<file path="config.mk">
export PLATFORM = sky130hd
export DESIGN_NAME = two_stacks_shared_memory
export DESIGN_NICKNAME = d
export VERILOG_FILES = /design/src/rtl/core/tss_pkg.sv /design/src/rtl/core/two_stacks_shared_memory.sv /design/src/rtl/core/tss_ram.sv /design/src/rtl/core/tss_queue.sv /design/src/rtl/core/tss_front.sv /design/src/rtl/core/tss_back.sv
export SDC_FILE = /design/constraint.sdc
export NUM_CORES = 2
export LEC_CHECK = 0
export ABC_AREA = 0
export BUFFER_PORTS_ARGS = -buffer_cell sky130_fd_sc_hd__buf_2
export CAP_MARGIN = 0
export CORE_UTILIZATION = 40
export DETAILED_ROUTE_END_ITERATION = 10
export PLACE_DENSITY = 0.59
export SLEW_MARGIN = 20
export SYNTH_ARGS = -nofsm -noshare
export SYNTH_HDL_FRONTEND = slang
export SYNTH_SLANG_ARGS = --single-unit
</file>
<file path="constraint.sdc">
create_clock -name clock -period 8.2 [get_ports clock]
set_input_delay 1.64 -clock clock [delete_from_list [all_inputs] [get_ports clock]]
set_output_delay 1.64 -clock clock [all_outputs]
set_load 0.02 [all_outputs]
</file>
<file path="src/rtl/core/tss_pkg.sv">
// Shared types and constants for the two-stacks-in-one-memory block.
// Depends on nothing; every other file in rtl/core but tss_ram imports it.
package tss_pkg;

   // Storage geometry
   localparam int DEPTH       = 64;
   localparam int DATA_WIDTH  = 32;
   localparam int ADDR_W      = (DEPTH > 1) ? $clog2(DEPTH) : 1;
   localparam int CNT_W       = $clog2(DEPTH + 1);

   // Fixed field widths of the ports
   localparam int OP_W        = 3;
   localparam int VALUE_W     = 32;
   localparam int STATUS_W    = 2;
   localparam int SIZE_W      = 7;

   // Command queue between front and back
   localparam int QUEUE_DEPTH = 2;
   localparam int QPTR_W      = $clog2(QUEUE_DEPTH);
   localparam int QCNT_W      = $clog2(QUEUE_DEPTH + 1);

   typedef logic [DATA_WIDTH-1:0] word_type;
   typedef logic [ADDR_W-1:0]     addr_type;
   typedef logic [CNT_W-1:0]      count_type;

   // Size after reset; DEPTH never exceeds the 7-bit register range
   localparam count_type SIZE_RESET = CNT_W'(DEPTH);

   typedef enum logic [OP_W-1:0] {
      OP_PUSH_ONE = 3'd0,
      OP_PUSH_TWO = 3'd1,
      OP_POP_ONE  = 3'd2,
      OP_POP_TWO  = 3'd3,
      OP_LIST_ONE = 3'd4,
      OP_LIST_TWO = 3'd5
   } op_type;

   typedef enum logic [STATUS_W-1:0] {
      ST_OK       = 2'd0,
      ST_OVERFLOW = 2'd1,
      ST_EMPTY    = 2'd2
   } status_type;

   // What the back end has to do with one item
   typedef enum logic [1:0] {
      CMD_WRITE,
      CMD_READ,
      CMD_LIST,
      CMD_ERROR
   } cmd_kind_type;

   typedef struct packed {
      cmd_kind_type kind;
      status_type   status;
      addr_type     addr;
      count_type    len;
      logic         down;
      word_type     data;
   } cmd_type;

   typedef enum logic {
      BACK_IDLE,
      BACK_LIST
   } back_state_type;

endpackage

</file>
<file path="src/rtl/core/two_stacks_shared_memory.sv">
// Top level of the two-stacks-in-one-memory block.
// Depends on tss_pkg, tss_front, tss_queue and tss_back (which holds tss_ram).
//
// Usage:
//   Input channel: an item (req_op, req_push_value) is taken at a rising edge
//   with start high and busy low. Ops: push one, push two, pop one, pop two,
//   list one, list two; codes 6 and 7 are dropped with no result.
//   Result channel: each result shows on rsp_status, rsp_data_out and
//   rsp_last for one cycle with rsp_strobe high; the receiver cannot stall.
//   Push, pop and error items give one result; a list of k words gives k
//   results, rsp_last marking the final one.
//   With the back end free, an item passes the command queue and then the
//   response register before rsp_strobe rises; items queued behind a list
//   wait for it. Throughput: one push, pop or error item per cycle while no
//   list holds the back end, which reads listed words one by one through the
//   single RAM read port. busy rises when the two-entry command queue is full.
//   Configuration: csr_wr_en writes the size in use (saturated to the memory
//   depth) and empties both stacks; write only while the block is idle.
//   Reset: size returns to the full depth and both stacks are empty; there
//   is no clearing pass over the memory.
module two_stacks_shared_memory (
   input  logic                               clock,
   input  logic                               reset,
   input  logic                               start,
   output logic                               busy,
   input  logic [tss_pkg::OP_W-1:0]           req_op,
   input  logic signed [tss_pkg::VALUE_W-1:0] req_push_value,
   output logic                               rsp_strobe,
   output logic [tss_pkg::STATUS_W-1:0]       rsp_status,
   output logic signed [tss_pkg::VALUE_W-1:0] rsp_data_out,
   output logic                               rsp_last,
   input  logic                               csr_wr_en,
   input  logic [tss_pkg::SIZE_W-1:0]         csr_wr_data
);
   import tss_pkg::*;

   logic    accept;
   logic    cmd_push;
   cmd_type cmd;
   logic    cmd_pop;
   logic    cmd_valid;
   logic    queue_full;
   cmd_type head;

   assign busy   = queue_full;
   assign accept = start & ~queue_full;

   // Front: classify items, own the stack counts
   tss_front u_front (
      .clock          (clock),
      .reset          (reset),
      .accept         (accept),
      .req_op         (req_op),
      .req_push_value (req_push_value),
      .csr_wr_en      (csr_wr_en),
      .csr_wr_data    (csr_wr_data),
      .cmd_push       (cmd_push),
      .cmd            (cmd)
   );

   // Command queue
   tss_queue u_queue (
      .clock     (clock),
      .reset     (reset),
      .push      (cmd_push),
      .push_cmd  (cmd),
      .pop       (cmd_pop),
      .not_empty (cmd_valid),
      .full      (queue_full),
      .head      (head)
   );

   // Back: memory accesses and results
   tss_back u_back (
      .clock        (clock),
      .reset        (reset),
      .cmd_valid    (cmd_valid),
      .head         (head),
      .cmd_pop      (cmd_pop),
      .rsp_strobe   (rsp_strobe),
      .rsp_status   (rsp_status),
      .rsp_data_out (rsp_data_out),
      .rsp_last     (rsp_last)
   );

endmodule

</file>
<file path="src/rtl/core/tss_ram.sv">
// Generic single-write, single-read RAM with registered read data.
// Depends on nothing; the width and depth come from its parameters.
module tss_ram #(
   parameter int WIDTH = 32,
   parameter int DEPTH = 64
) (
   input  logic                                      clock,
   input  logic                                      wr_en,
   input  logic [((DEPTH > 1) ? $clog2(DEPTH) : 1)-1:0] wr_addr,
   input  logic [WIDTH-1:0]                          wr_data,
   input  logic [((DEPTH > 1) ? $clog2(DEPTH) : 1)-1:0] rd_addr,
   output logic [WIDTH-1:0]                          rd_data
);

   logic [WIDTH-1:0] mem_ff [DEPTH];
   logic [WIDTH-1:0] rd_data_ff;

   // Write port
   always_ff @(posedge clock) begin
      if (wr_en) begin
         mem_ff[wr_addr] <= wr_data;
      end
   end

   // Registered read port
   always_ff @(posedge clock) begin
      rd_data_ff <= mem_ff[rd_addr];
   end

   assign rd_data = rd_data_ff;

endmodule

</file>
<file path="src/rtl/core/tss_queue.sv">
// Short command queue between the front and back ends.
// Depends on tss_pkg for the command type and queue depth.
module tss_queue (
   input  logic             clock,
   input  logic             reset,
   input  logic             push,
   input  tss_pkg::cmd_type push_cmd,
   input  logic             pop,
   output logic             not_empty,
   output logic             full,
   output tss_pkg::cmd_type head
);
   import tss_pkg::*;

   cmd_type            slot_ff [QUEUE_DEPTH];
   logic [QPTR_W-1:0]  wr_ptr_ff, wr_ptr_in;
   logic [QPTR_W-1:0]  rd_ptr_ff, rd_ptr_in;
   logic [QCNT_W-1:0]  count_ff, count_in;

   assign not_empty = (count_ff != '0);
   assign full      = (count_ff == QCNT_W'(QUEUE_DEPTH));
   assign head      = slot_ff[rd_ptr_ff];

   // Pointer and fill bookkeeping
   always_comb begin
      wr_ptr_in = wr_ptr_ff;
      rd_ptr_in = rd_ptr_ff;
      count_in  = count_ff;
      if (push) begin
         wr_ptr_in = (wr_ptr_ff == QPTR_W'(QUEUE_DEPTH - 1)) ? '0 : wr_ptr_ff + QPTR_W'(1);
      end
      if (pop) begin
         rd_ptr_in = (rd_ptr_ff == QPTR_W'(QUEUE_DEPTH - 1)) ? '0 : rd_ptr_ff + QPTR_W'(1);
      end
      unique case ({push, pop})
         2'b10:   count_in = count_ff + QCNT_W'(1);
         2'b01:   count_in = count_ff - QCNT_W'(1);
         default: count_in = count_ff;
      endcase
   end

   always_ff @(posedge clock) begin
      if (reset) begin
         wr_ptr_ff <= '0;
         rd_ptr_ff <= '0;
         count_ff  <= '0;
      end else begin
         wr_ptr_ff <= wr_ptr_in;
         rd_ptr_ff <= rd_ptr_in;
         count_ff  <= count_in;
      end
   end

   // Entry storage, no reset needed
   always_ff @(posedge clock) begin
      if (push) begin
         slot_ff[wr_ptr_ff] <= push_cmd;
      end
   end

endmodule

</file>
<file path="src/rtl/core/tss_front.sv">
// Front end: size register, stack counts and classification of each item.
// Depends on tss_pkg; feeds classified commands into tss_queue.
module tss_front (
   input  logic                          clock,
   input  logic                          reset,
   input  logic                          accept,
   input  logic [tss_pkg::OP_W-1:0]      req_op,
   input  logic signed [tss_pkg::VALUE_W-1:0] req_push_value,
   input  logic                          csr_wr_en,
   input  logic [tss_pkg::SIZE_W-1:0]    csr_wr_data,
   output logic                          cmd_push,
   output tss_pkg::cmd_type              cmd
);
   import tss_pkg::*;

   count_type size_ff, size_in;
   count_type count_one_ff, count_one_in;
   count_type count_two_ff, count_two_in;
   logic [CNT_W:0] used;
   logic           room;

   assign used = {1'b0, count_one_ff} + {1'b0, count_two_ff};
   assign room = (used < {1'b0, size_ff});

   // Classify the item and update the stack counts
   always_comb begin
      size_in      = size_ff;
      count_one_in = count_one_ff;
      count_two_in = count_two_ff;
      cmd_push     = 1'b0;
      cmd.kind     = CMD_ERROR;
      cmd.status   = ST_OK;
      cmd.addr     = '0;
      cmd.len      = '0;
      cmd.down     = 1'b0;
      cmd.data     = word_type'(req_push_value);

      if (csr_wr_en) begin
         // A size write saturates to the memory depth and empties both stacks
         size_in      = (csr_wr_data > SIZE_W'(DEPTH)) ? SIZE_RESET : CNT_W'(csr_wr_data);
         count_one_in = '0;
         count_two_in = '0;
      end else if (accept) begin
         unique case (req_op)
            OP_PUSH_ONE: begin
               cmd_push = 1'b1;
               if (room) begin
                  cmd.kind     = CMD_WRITE;
                  cmd.addr     = ADDR_W'(count_one_ff);
                  count_one_in = count_one_ff + CNT_W'(1);
               end else begin
                  cmd.status = ST_OVERFLOW;
               end
            end
            OP_PUSH_TWO: begin
               cmd_push = 1'b1;
               if (room) begin
                  cmd.kind     = CMD_WRITE;
                  cmd.addr     = ADDR_W'(size_ff - count_two_ff - CNT_W'(1));
                  count_two_in = count_two_ff + CNT_W'(1);
               end else begin
                  cmd.status = ST_OVERFLOW;
               end
            end
            OP_POP_ONE: begin
               cmd_push = 1'b1;
               if (count_one_ff != '0) begin
                  cmd.kind     = CMD_READ;
                  cmd.addr     = ADDR_W'(count_one_ff - CNT_W'(1));
                  count_one_in = count_one_ff - CNT_W'(1);
               end else begin
                  cmd.status = ST_EMPTY;
               end
            end
            OP_POP_TWO: begin
               cmd_push = 1'b1;
               if (count_two_ff != '0) begin
                  cmd.kind     = CMD_READ;
                  cmd.addr     = ADDR_W'(size_ff - count_two_ff);
                  count_two_in = count_two_ff - CNT_W'(1);
               end else begin
                  cmd.status = ST_EMPTY;
               end
            end
            OP_LIST_ONE: begin
               cmd_push = 1'b1;
               if (count_one_ff != '0) begin
                  cmd.kind = CMD_LIST;
                  cmd.addr = '0;
                  cmd.len  = count_one_ff;
               end else begin
                  cmd.status = ST_EMPTY;
               end
            end
            OP_LIST_TWO: begin
               cmd_push = 1'b1;
               if (count_two_ff != '0) begin
                  cmd.kind = CMD_LIST;
                  cmd.addr = ADDR_W'(size_ff - CNT_W'(1));
                  cmd.len  = count_two_ff;
                  cmd.down = 1'b1;
               end else begin
                  cmd.status = ST_EMPTY;
               end
            end
            default: begin
               // undefined op codes are dropped without a result
               cmd_push = 1'b0;
            end
         endcase
      end
   end

   always_ff @(posedge clock) begin
      if (reset) begin
         size_ff      <= SIZE_RESET;
         count_one_ff <= '0;
         count_two_ff <= '0;
      end else begin
         size_ff      <= size_in;
         count_one_ff <= count_one_in;
         count_two_ff <= count_two_in;
      end
   end

endmodule

</file>
<file path="src/rtl/core/tss_back.sv">
// Back end: carries out queued commands against the shared RAM and
// drives the result ports. Depends on tss_pkg and tss_ram.
module tss_back (
   input  logic                           clock,
   input  logic                           reset,
   input  logic                           cmd_valid,
   input  tss_pkg::cmd_type               head,
   output logic                           cmd_pop,
   output logic                           rsp_strobe,
   output logic [tss_pkg::STATUS_W-1:0]   rsp_status,
   output logic signed [tss_pkg::VALUE_W-1:0] rsp_data_out,
   output logic                           rsp_last
);
   import tss_pkg::*;

   back_state_type state_ff, state_in;
   addr_type       addr_ff, addr_in;
   count_type      remain_ff, remain_in;
   logic           down_ff, down_in;

   logic       rsp_valid_ff, rsp_valid_in;
   status_type rsp_status_ff, rsp_status_in;
   logic       rsp_last_ff, rsp_last_in;
   logic       rsp_read_ff, rsp_read_in;

   logic     ram_we;
   addr_type ram_raddr;
   word_type ram_rdata;

   tss_ram #(
      .WIDTH (DATA_WIDTH),
      .DEPTH (DEPTH)
   ) u_ram (
      .clock   (clock),
      .wr_en   (ram_we),
      .wr_addr (head.addr),
      .wr_data (head.data),
      .rd_addr (ram_raddr),
      .rd_data (ram_rdata)
   );

   // Issue: at most one memory access per cycle, lists walk the stack
   always_comb begin
      state_in      = state_ff;
      addr_in       = addr_ff;
      remain_in     = remain_ff;
      down_in       = down_ff;
      cmd_pop       = 1'b0;
      ram_we        = 1'b0;
      ram_raddr     = head.addr;
      rsp_valid_in  = 1'b0;
      rsp_status_in = ST_OK;
      rsp_last_in   = 1'b1;
      rsp_read_in   = 1'b0;

      unique case (state_ff)
         BACK_IDLE: begin
            if (cmd_valid) begin
               cmd_pop      = 1'b1;
               rsp_valid_in = 1'b1;
               unique case (head.kind)
                  CMD_WRITE: ram_we = 1'b1;
                  CMD_READ:  rsp_read_in = 1'b1;
                  CMD_ERROR: rsp_status_in = head.status;
                  CMD_LIST: begin
                     rsp_read_in = 1'b1;
                     rsp_last_in = (head.len == CNT_W'(1));
                     if (head.len != CNT_W'(1)) begin
                        state_in  = BACK_LIST;
                        addr_in   = head.down ? head.addr - ADDR_W'(1)
                                              : head.addr + ADDR_W'(1);
                        remain_in = head.len - CNT_W'(1);
                        down_in   = head.down;
                     end
                  end
               endcase
            end
         end
         BACK_LIST: begin
            ram_raddr    = addr_ff;
            rsp_valid_in = 1'b1;
            rsp_read_in  = 1'b1;
            rsp_last_in  = (remain_ff == CNT_W'(1));
            addr_in      = down_ff ? addr_ff - ADDR_W'(1) : addr_ff + ADDR_W'(1);
            remain_in    = remain_ff - CNT_W'(1);
            if (remain_ff == CNT_W'(1)) begin
               state_in = BACK_IDLE;
            end
         end
      endcase
   end

   always_ff @(posedge clock) begin
      if (reset) begin
         state_ff     <= BACK_IDLE;
         rsp_valid_ff <= 1'b0;
      end else begin
         state_ff     <= state_in;
         rsp_valid_ff <= rsp_valid_in;
      end
   end

   // Walk position and result payload, no reset needed
   always_ff @(posedge clock) begin
      addr_ff       <= addr_in;
      remain_ff     <= remain_in;
      down_ff       <= down_in;
      rsp_status_ff <= rsp_status_in;
      rsp_last_ff   <= rsp_last_in;
      rsp_read_ff   <= rsp_read_in;
   end

   // Result ports; read data arrives with the response register
   assign rsp_strobe   = rsp_valid_ff;
   assign rsp_status   = rsp_status_ff;
   assign rsp_last     = rsp_last_ff;
   assign rsp_data_out = rsp_read_ff ? VALUE_W'(ram_rdata) : '0;

endmodule
</file>
==> summary.txt <==
Floorplan
  – Die height: ~470 microns
  – Initial Util: 0.4036
  – Die ar.: 0.2214 sq mm
  – Core ar.: around 0.22 sq mm
  – IO Pins: between 80 and 90
  – Row count: around 170
  – Die width: ~470 microns

Timing
  – Worst slew margin: 0.2574
  – Worst Tran Pin Value: about 1.1 ns
  – Final Cycle Share: 0.6552
  – Post-route setup TNS: 0 ns
  – Final min period: 5.372 ns
  – Final Hold Fails: 0
  – Setup violators final: 0
  – Max Clock Skew: roughly 0.038 ns
  – Max Freq: around 0.19 GHz
  – RSZ-0062 raised after global routing: false
  – Pins Over Slew Limit: 0

Routing
  – Top Metal Used: met5
  – DR pass1 iterations: 5
  – Total wire length: between 200 and 250 mm
  – Via density: 5.911
  – Final antenna-violating net count: 0
  – Residual DRC: 0
  – WL per Instance: 30.89 microns
  – Met3 wire len: between 15 and 20 mm
  – Wire length on met1: between 100 and 150 mm
  – 1st-iter DRT viols: a little over 6000
  – Met2 WL: between 100 and 150 mm
  – Vias post-DR: 47810

Power
  – Max VDD drop: between 0.0002 and 0.00025 V
  – Total power: 29870 uW
  – Int Pwr: 20900 uW
  – Pwr dens: about 300 mW/mm^2
  – Combinational Power Share: 0.224
  – Clock network power share: 0.324
  – Sequential Power Share: 0.452
  – Switching pwr: ~9000 uW
  – Pleak: between 0.03 and 0.04 uW
  – Sw Ratio: 0.3002

Clocking
  – Clock sinks: around 2200
  – CTS Buf Count: ~220
  – Worst-skew pair later-pin latency: 0.85 ns
  – Post-CTS setup buffers: 0
  – Root Driver: clkbuf_16
  – Clock Pin Slew Worst Setup and Hold Paths: ~0.06 ns
  – Maximum buffer depth of the clock tree: 3
  – CTS tree: yes
  – CTS H-tree depth: 4
  – PostCTS Resize Cnt: 0
  – Hold bufs inserted after CTS: 0

Layout
  – Share of post-route cells with drive strength above 1: 0.1750
  – Final net count: ~5100
  – Final Cell Area: between 0.09 and 0.1 sq mm
  – Register area: between 0.06 and 0.07 sq mm
  – Area Growth Syn to Fin: 12.88%
  – Multi-input combinational cell area: 0.02070 sq mm
  – # fillers: around 18000

Yosys
  – Synth cell count leaders: 2162 x edfxtp_1, 415 x nand2_1, 403 x mux2i_1
  – Yosys Warn Count: 0
  – Seq/Total Area, Yosys: 0.7539
  – Cell count after synthesis: roughly 4900
  – Most frequent cell after synthesis: edfxtp_1
  – Top post-synthesis cells by area: edfxtp_1 74%, mux4_2 6.7%, mux2i_1 4.6%
  – Syn avg cell area: between 15 and 20 sq um
  – Main synth FF type: edfxtp_1
  – Post-synth EDFFs: around 2200
  – Yosys reg bits: approximately 2200
  – Syn nets: ~5000
  – Cell taking the most area after synthesis: edfxtp_1
  – Post-synth cell types: 65
  – Share of the synthesized area in the top cell type: 0.7393
  – FFs w/ async S/R, synth: 0
  – Synth Cell Area: ~0.088 sq mm

Hold path
  – HP Class: reg2reg
  – Worst Hold Endpoint: u_back.rsp_status[0]
  – Hold wc startpoint: u_queue.slot_ff[1][46]
  – Worst Hold Depth: 2

Global route
  – Wire length of the first global-routing pass: roughly 350 mm
  – Initial antenna violation count: 15
  – Largest net degree at the start of global routing: 139
  – Vias in the first global route: about 46000
  – Global-route usage over all layers: 0.2213
  – Remaining Overflow, GRT: 0

Setup path
  – R2r setup slk: about 2.8 ns
  – Worst path required time: approximately 8.9 ns
  – Crit path buf inv count: 2
  – Crit path largest cell delay: slightly below 0.9 ns
  – Worst path slowest cell: dfxtp_4
  – Worst setup path class: reg2reg
  – R2R depth: 10
  – Worst R2R End: u_back.u_ram.rd_data[6]
  – CP Max Fanout: roughly 140
  – Crit path cell chain: mux2_2 > nor2_1 > a21oi_4 > inv_2 > nor2_8 > buf_12 > a221oi_1 > nor4_1 > a21oi_1 > a22o_1
  – CP endpoint kind: flop
  – Worst Setup Start Kind: flop
  – Crit path max-delay family: simple AND/OR/NAND/NOR gates
  – Crit. path cell count: 10
  – CP arrival: roughly 6 ns

Place
  – Final GP Congestion: ~0.84
  – DP HPWL: approximately 130 mm
  – Port-buffer cells: between 80 and 90
  – Area after DPL: 0.09220 sq mm

Job
  – Maxcap violations: 0

Outcome
  – Outcome: finished, final reports clean
[sequential cells by signal, indices dropped and copies added, names as in the netlist, named ones only]
| signal | flops |
|---|---|
| u_back.rsp_status | 2 |
| u_back.u_ram.mem_ff | 2048 |
| u_front.size_ff | 7 |
| u_back.rsp_strobe | 1 |
| u_back.rsp_read_ff | 1 |
| u_queue.rd_ptr_ff | 1 |
| u_queue.wr_ptr_ff | 1 |
| u_queue.slot_ff | 100 |
| u_back.addr_ff | 6 |
| u_back.state_ff | 1 |
| u_back.down_ff | 1 |
| u_back.remain_ff | 7 |
| u_back.u_ram.rd_data | 32 |
| u_queue.count_ff | 2 |
| u_front.count_two_ff | 7 |
| u_back.rsp_last | 1 |
| u_front.count_one_ff | 7 |
[power groups by stage]
stage / combinational, uW / clock, uW / sequential [uW]
CTS: 6690 / 9800 / 13500
global route: 7030 / 10200 / 13500
floorplan: 4390 / 0 / 13500
finish: 6700 / 9690 / 13500
detailed placement: 6670 / 0 / 13700
global placement: 6610 / 0 / 13700
[through the flow]
step | util | setup WS [ns] | std cells | hold WS [ns]
CTS | 0.4552 | 2.844 | 8060 | 0.5158
global route | 0.4555 | 2.788 | 8078 | 0.5415
detailed placement | 0.4237 | 2.847 | 7660 | 0.4982
global placement | 0.4237 | 2.874 | 7660 | 0.4920
finish | 0.4556 | 2.828 | 8088 | 0.5050
floorplan | - | 3.301 | 4856 | 0.4525
[layout make-up]
class / instances / share of cell area
Multi-Input combinational cell: 2318 / 0.2088
Inverter: 45 / 0.001704
Clock buffer: 296 / 0.06024
Tap cell: 2854 / 0.03602
Timing Repair Buffer: 217 / 0.01575
Clock inverter: 104 / 0.008823
Antenna cell: 28 / 0.0007068
Sequential cell: 2226 / 0.6679
[cell families after synthesis]
group | share of synthesized area
AOI/OAI and AO/OA | 0.05239
xor gates and xnor gates | 0.005386
adders and majority gates | 0.007267
buffers and inverters | 0.01735
DFF | 0.7539
muxes | 0.1185
and+or+nand+nor | 0.04525
[worst register-to-register path, delay by kind of cell, from the launching register on]
family / cells / cell delay, ns
AO/OA/AOI/OAI: 4 / 1.23
flip-flops: 1 / 0.89
AND/OR/NAND/NOR: 3 / 1.59
buffers and inverters: 2 / 1.18
multiplexers: 1 / 0.38
[cell usage in the layout (no fill, tap or decap), drive strengths merged, types with 23 or more instances in the layout]
cell and count:
o211ai 67, ha 43, a21boi 33, buf 217, a31oi 34, a21oi 104
a22oi 63, and2 35, a221oi 189, dfxtp 64, nor2 166, and3 36
mux4 260, mux2i 406, xnor2 35, mux2 40, clkinv 86, diode 28
edfxtp 2162, a21o 41, clkbuf 296, a22o 31, nand4 33, o21ai 23
nand3 120, nand2 415, nor4 32, inv 48
[worst max path at each step]
stage          start                        to  slack [ns]
3_3_place_gp    flop  u_back.u_ram.rd_data[15]        2.87
3_5_place_dp    flop  u_back.u_ram.rd_data[15]        2.85
5_1_grt         flop   u_back.u_ram.rd_data[6]        2.79
2_1_floorplan  start     u_queue.slot_ff[0][0]        3.30
6_report        flop   u_back.u_ram.rd_data[6]        2.83
4_1_cts         flop   u_back.u_ram.rd_data[6]        2.84
[metal layers]
metal,up-vias,global-route usage
met1,25250,0.3186
met2,2233,0.3459
met5,-,0
li1,19960,-
met4,4,0.07394
met3,358,0.03054
(Power assumes the default switching activity.)
